--- config.mk ---
export PLATFORM = sky130hd
export DESIGN_NAME = igc_sqrt
export DESIGN_NICKNAME = d
export VERILOG_FILES = /design/src/rtl/core/igc_sqrt.sv
export SDC_FILE = /design/constraint.sdc
export NUM_CORES = 2
export LEC_CHECK = 0
export BUFFER_PORTS_ARGS = -buffer_cell sky130_fd_sc_hd__buf_2
export CAP_MARGIN = 0
export CORE_ASPECT_RATIO = 0.75
export CORE_MARGIN = 2
export CORE_UTILIZATION = 57
export DETAILED_ROUTE_END_ITERATION = 8
export GPL_ROUTABILITY_DRIVEN = 0
export PLACE_DENSITY = 0.83
export SKIP_CTS_REPAIR_TIMING = 1
export SYNTH_ARGS = -nofsm -noshare
export SYNTH_HDL_FRONTEND = slang
export SYNTH_SLANG_ARGS = --single-unit
--- constraint.sdc ---
create_clock -name clk_i -period 3.25 [get_ports clk_i]
set_input_delay 0.325 -clock clk_i [delete_from_list [all_inputs] [get_ports clk_i]]
set_output_delay 0.325 -clock clk_i [all_outputs]
set_load 0.02 [all_outputs]
--- src/rtl/core/igc_sqrt.sv ---
// Pipelined integer square root, one root bit per stage, with sideband data.
module igc_sqrt #(
  parameter int unsigned RAD_W  = 52,
  parameter int unsigned SIDE_W = 1,
  localparam int unsigned ROOT_W = RAD_W / 2
) (
  input  logic              clk_i,
  input  logic              rst_ni,
  input  logic              en_i,
  input  logic              valid_i,
  input  logic [RAD_W-1:0]  rad_i,
  input  logic [SIDE_W-1:0] side_i,
  output logic              valid_o,
  output logic [ROOT_W-1:0] root_o,
  output logic [SIDE_W-1:0] side_o
);

  logic [ROOT_W:0]     valid_q;
  logic [RAD_W-1:0]    rad_q  [ROOT_W+1];
  logic [ROOT_W:0]     rem_q  [ROOT_W+1];
  logic [ROOT_W-1:0]   root_q [ROOT_W+1];
  logic [SIDE_W-1:0]   side_q [ROOT_W+1];

  always_ff @(posedge clk_i or negedge rst_ni) begin
    if (!rst_ni) begin
      valid_q <= '0;
    end else if (en_i) begin
      valid_q <= {valid_q[ROOT_W-1:0], valid_i};
    end
  end

  always_ff @(posedge clk_i) begin
    if (en_i) begin
      rad_q[0]  <= rad_i;
      rem_q[0]  <= '0;
      root_q[0] <= '0;
      side_q[0] <= side_i;
    end
  end

  for (genvar k = 0; k < ROOT_W; k++) begin : g_stage
    logic [ROOT_W+2:0] acc;
    logic [ROOT_W+2:0] trial;
    logic [ROOT_W+2:0] nrem;
    logic              ge;

    always_comb begin
      // bring down the next radicand bit pair and try root*4+1
      acc   = {rem_q[k], rad_q[k][RAD_W-1:RAD_W-2]};
      trial = {1'b0, root_q[k], 2'b01};
      ge    = (acc >= trial);
      nrem  = ge ? (acc - trial) : acc;
    end

    always_ff @(posedge clk_i) begin
      if (en_i) begin
        rad_q[k+1]  <= {rad_q[k][RAD_W-3:0], 2'b00};
        rem_q[k+1]  <= nrem[ROOT_W:0];
        root_q[k+1] <= {root_q[k][ROOT_W-2:0], ge};
        side_q[k+1] <= side_q[k];
      end
    end
  end

  assign valid_o = valid_q[ROOT_W];
  assign root_o  = root_q[ROOT_W];
  assign side_o  = side_q[ROOT_W];

endmodule

## After elaboration in Yosys (flattened, before gate mapping)

Memories as Yosys holds them, arrays and structs flattened.
Cells that the tools add are included.

- $add $sub $neg: 26
- Magnitude comparators: 26
- Muxes and demuxes: 28

Operators with widths:

| operator | count |
|---|---|
| $ge A29 B28 Y1 | 26 |
| $mux W27 | 26 |
| $sub A27 B27 Y27 | 26 |
| $mux W1 | 2 |

- Bits in registers: 27
- Memory bits (writable): 2862
- Bits of input ports: 57
- Memories: 4

Memory list:

| memory | words | bits a word | rd ports | clocked after Yosys merged registers in | write ports | RTL line | RTL |
|---|---|---|---|---|---|---|---|
| rad_q | 27 | 52 | 26 | 0 | 27 | 19 | `logic [RAD_W-1:0] rad_q [ROOT_W+1];` |
| rem_q | 27 | 27 | 26 | 0 | 27 | 20 | `logic [ROOT_W:0] rem_q [ROOT_W+1];` |
| root_q | 27 | 26 | 27 | 0 | 27 | 21 | `logic [ROOT_W-1:0] root_q [ROOT_W+1];` |
| side_q | 27 | 1 | 27 | 0 | 27 | 22 | `logic [SIDE_W-1:0] side_q [ROOT_W+1];` |

## Logic depth before layout (Yosys ltp)

An unclocked memory read counts as a cell.

- Depth after elaboration: 3
- Mapped depth: 14

## Worst setup path after synthesis

OpenSTA, ideal clock, no wires.

- Path kind: register to register
- Start point: memory rem_q[1][15] (netlist bit)
- End point: memory rem_q[1][36] (netlist bit), data pin
- Arrival time: 3.300 ns
- Setup slack: -0.311 ns
- Stages on the path, launching flop included: 13
- Buffers on the path: 2
- Cell sequence: edfxtp_1 -> ha_1 -> or3_1 -> or4_1 -> or3_1 -> or2_1 -> or4_1 -> a211oi_2 -> o31a_1 -> buf_4 -> inv_2 -> buf_6 -> mux2_4

RTL lines:

| item | RTL line |
|---|---|
| start, declared | 20 |

==> impl_results.md <==
* Wire length per cell at 19.2 µm
* Worst min path class: input port to async pin
* Syn_area_per_cell at 13.5 µm²
* Layout Cells excl Fill at 8370
* Clk_lat worst skew at 0.82 ns
* Status: finished with violations
* Post-synthesis compound-gate area fraction at 0.0877
* Mapped cell area at 79000 µm²
* Number of synthesized flops with an enable pin at 1718
* Number of diodes at 0
* Post-Synth XOR/XNOR Area at 0.0571
* Post-Layout Inst Area at 91200 µm²
* Cell row count at 118
* CTS Sinks at 1745
* Area delta synth->final at 15.4%
* Final hold violation count at 0
* Worst Tran Pin Value at 0.931 ns
* Port Buffers at 84
* Total core area at 138000 µm²
* WP data arrival at 4.18 ns
* Initial antenna violation count at 0
* Top-area cell type share of the netlist area at 0.653
* Vias in the first global route at 47.3k
* Root Driver: clkbuf_16
* Placement-stage cell area at 83800 µm²
* Fin nets at 6810
* Pwr dens at 665 nW/µm²
* Minimum clock period at 3.63 ns
* Placed cells at 7970
* Main synth FF type: edfxtp_1
* CP Max Fanout at 8
* Post-Syn Instances at 5857
* RSZ-0062 raised after global routing: yes
* Overall Global Routing Usage at 0.215
* GRT overflow at 0
* CTS Buffer Depth at 3
* Req. time, crit path at 3.80 ns
* Synth area leaders: edfxtp_1 65%, ha_1 6.0%, xnor2_1 3.1%, xor2_1 2.6%, a21oi_1 2.4%
* Failing checks: negative setup slack
* Drt pass-1 iters at 7
* Vias at 49.0k
* CTS tree: built
* Design Power at 60.6 mW
* Fin crit share at 1.12
* Starting density of the core at 0.574
* Clock slew at reported path FFs at 0.07 ns
* Most frequent cells in the layout: 1718 x edfxtp_1, 469 x inv_1, 369 x a21oi_1
* Slew Limit Fails at 0
* Share of cells above drive strength 1 at 0.145
* DR iter-0 viols at 5302
* Final setup fails at 40
* Yosys synthesis warning count at 0
* Maximum vdd ir drop at 0.000695 V
* Post-synth ARST share at 0.0155
* #FFs+latches synth at 1745
* Sequential-to-total area share from yosys stat at 0.662
* Post-synthesis net count at 6293
* First-pass GRT wire length at 246000 µm
* I/O pin cnt at 85
* Die X at 434 µm
* Antenna-violating nets left at 0
* Max_slew headroom at 0.372
* Yosys top cell by area: edfxtp_1
* Die ar. at 142000 µm²
* Worst Setup Slack, final at -0.383 ns
* Fmax achieved at 275 MHz
* Synth Area in Adders at 0.0600
* Avg Vias per Cell at 5.86
* Final setup TNS at -7.89 ns
* Largest net degree at the start of global routing at 122
* Die H at 326 µm
* HPWL after DPL at 107000 µm
* Critical Path Start Type: flip-flop
* Critical Path End Type: flip-flop
* Multiplexer share of the synthesized area at 0.0155
* Max cap viols at 0
* DRT Wirelength at 161000 µm
* Netlist cell types at 87
* Most common cell after layout, fill and taps aside: edfxtp_1
* Largest family of logic cells by synthesized area: simple AND/OR/NAND/NOR gates
* CTS H-Tree Depth at 4
* DRC at 0
* Leakage Power at 35.4 nW
* CP Class: flip-flop to flip-flop
* Clock skew at 0.0481 ns
* Synth Area in Simple Gates at 0.0908
* Num CTS Buffers at 163
final cells by class:
class                   instances  area, µm²
well taps                    1860       2330
clock inverters               102       1030
flip-flops and latches       1745      52300
clock buffers                 199       4290
repair buffers                444       3810
inverters                     475       1790
multi-input cells            3545      25700
fillers                      8937      46600
kinds of logic after synthesis:
group,Yosys count
AO/OA/AOI/OAI,1103
XOR/XNOR,515
adder cells (fa/ha/maj),379
buffers and inverters,567
flip-flops,1745
multiplexers,109
other,1
AND/OR/NAND/NOR,1438
synth_stat cells (all sizes together) (22+ instances only):
library cell / count
nand2: 296
nand2b: 84
a21o: 140
edfxtp: 1718
nor2b: 53
xor2: 232
clkbuf: 76
or3: 53
nand4: 53
nor2: 394
o21bai: 28
nor4: 77
a31oi: 23
o21ai: 214
a211oi: 29
o31ai: 35
dfrtp: 27
nor3: 145
or2: 44
o21a: 77
inv: 475
a21oi: 386
mux2: 100
a21boi: 22
nand3: 90
ha: 379
or4: 45
and3: 22
xnor2: 283
per-layer routing:
metal | track usage | up-vias | share of wire
li1 | - | 22800 | -
met5 | 0 | - | 0
met1 | 0.309 | 23700 | 0.42
met4 | 0.0695 | 0 | 0.026
met3 | 0.0413 | 322 | 0.085
met2 | 0.334 | 2160 | 0.47
flip-flops by register name, indices dropped and copies added (netlist names):
register	flops
rad_q	702
rem_q	638
valid_q	27
root_q	351
side_q	27
where the power goes:
| group | leakage [nW] | switching [mW] | internal, mW |
|---|---|---|---|
| logic | 16.0 | 6.58 | 5.29 |
| clock network | 2.58 | 8.48 | 10.5 |
| registers | 16.8 | 1.66 | 28.1 |
worst max-delay path, cell delays in order, from the launching register on:
cell      delay, ns
edfxtp_1       0.38
inv_2          0.04
ha_2           0.18
or3_4          0.32
or4_4          0.43
or3_4          0.35
or2_4          0.24
or4_4          0.43
a211oi_4       0.21
o31a_1         0.26
clkinv_4       0.10
buf_12         0.16
mux2_4         0.29
stage by stage:
| step | utilization | worst slack, ns | hold slack (ns) |
|---|---|---|---|
| final | 0.662 | -0.383 | 0.0897 |
| after global routing | 0.662 | -0.450 | 0.148 |
| after CTS | 0.647 | -0.361 | -0.510 |
| after detailed placement | 0.608 | -0.355 | 0.365 |
| after global placement | 0.608 | -0.162 | 0.346 |
| after floorplan | - | -0.206 | 0.0294 |
path summary, 6_finish.rpt:
check                      depth (start not counted)  slack, ns            end     startpoint
max                                               12      -0.38   rem_q[1][32]  root_q[8][15]
min                                                2       0.09    valid_q[26]         rst_ni
max reg2reg                                       12      -0.38   rem_q[1][32]  root_q[8][15]
min reg2reg                                        0       0.40  rad_q[19][50]  rad_q[18][48]
max in group asynchronous                          2       2.72    valid_q[18]         rst_ni
min in group clk_i                                 2       0.21   rad_q[0][32]      rad_i[32]
(Power assumes the default switching activity.)
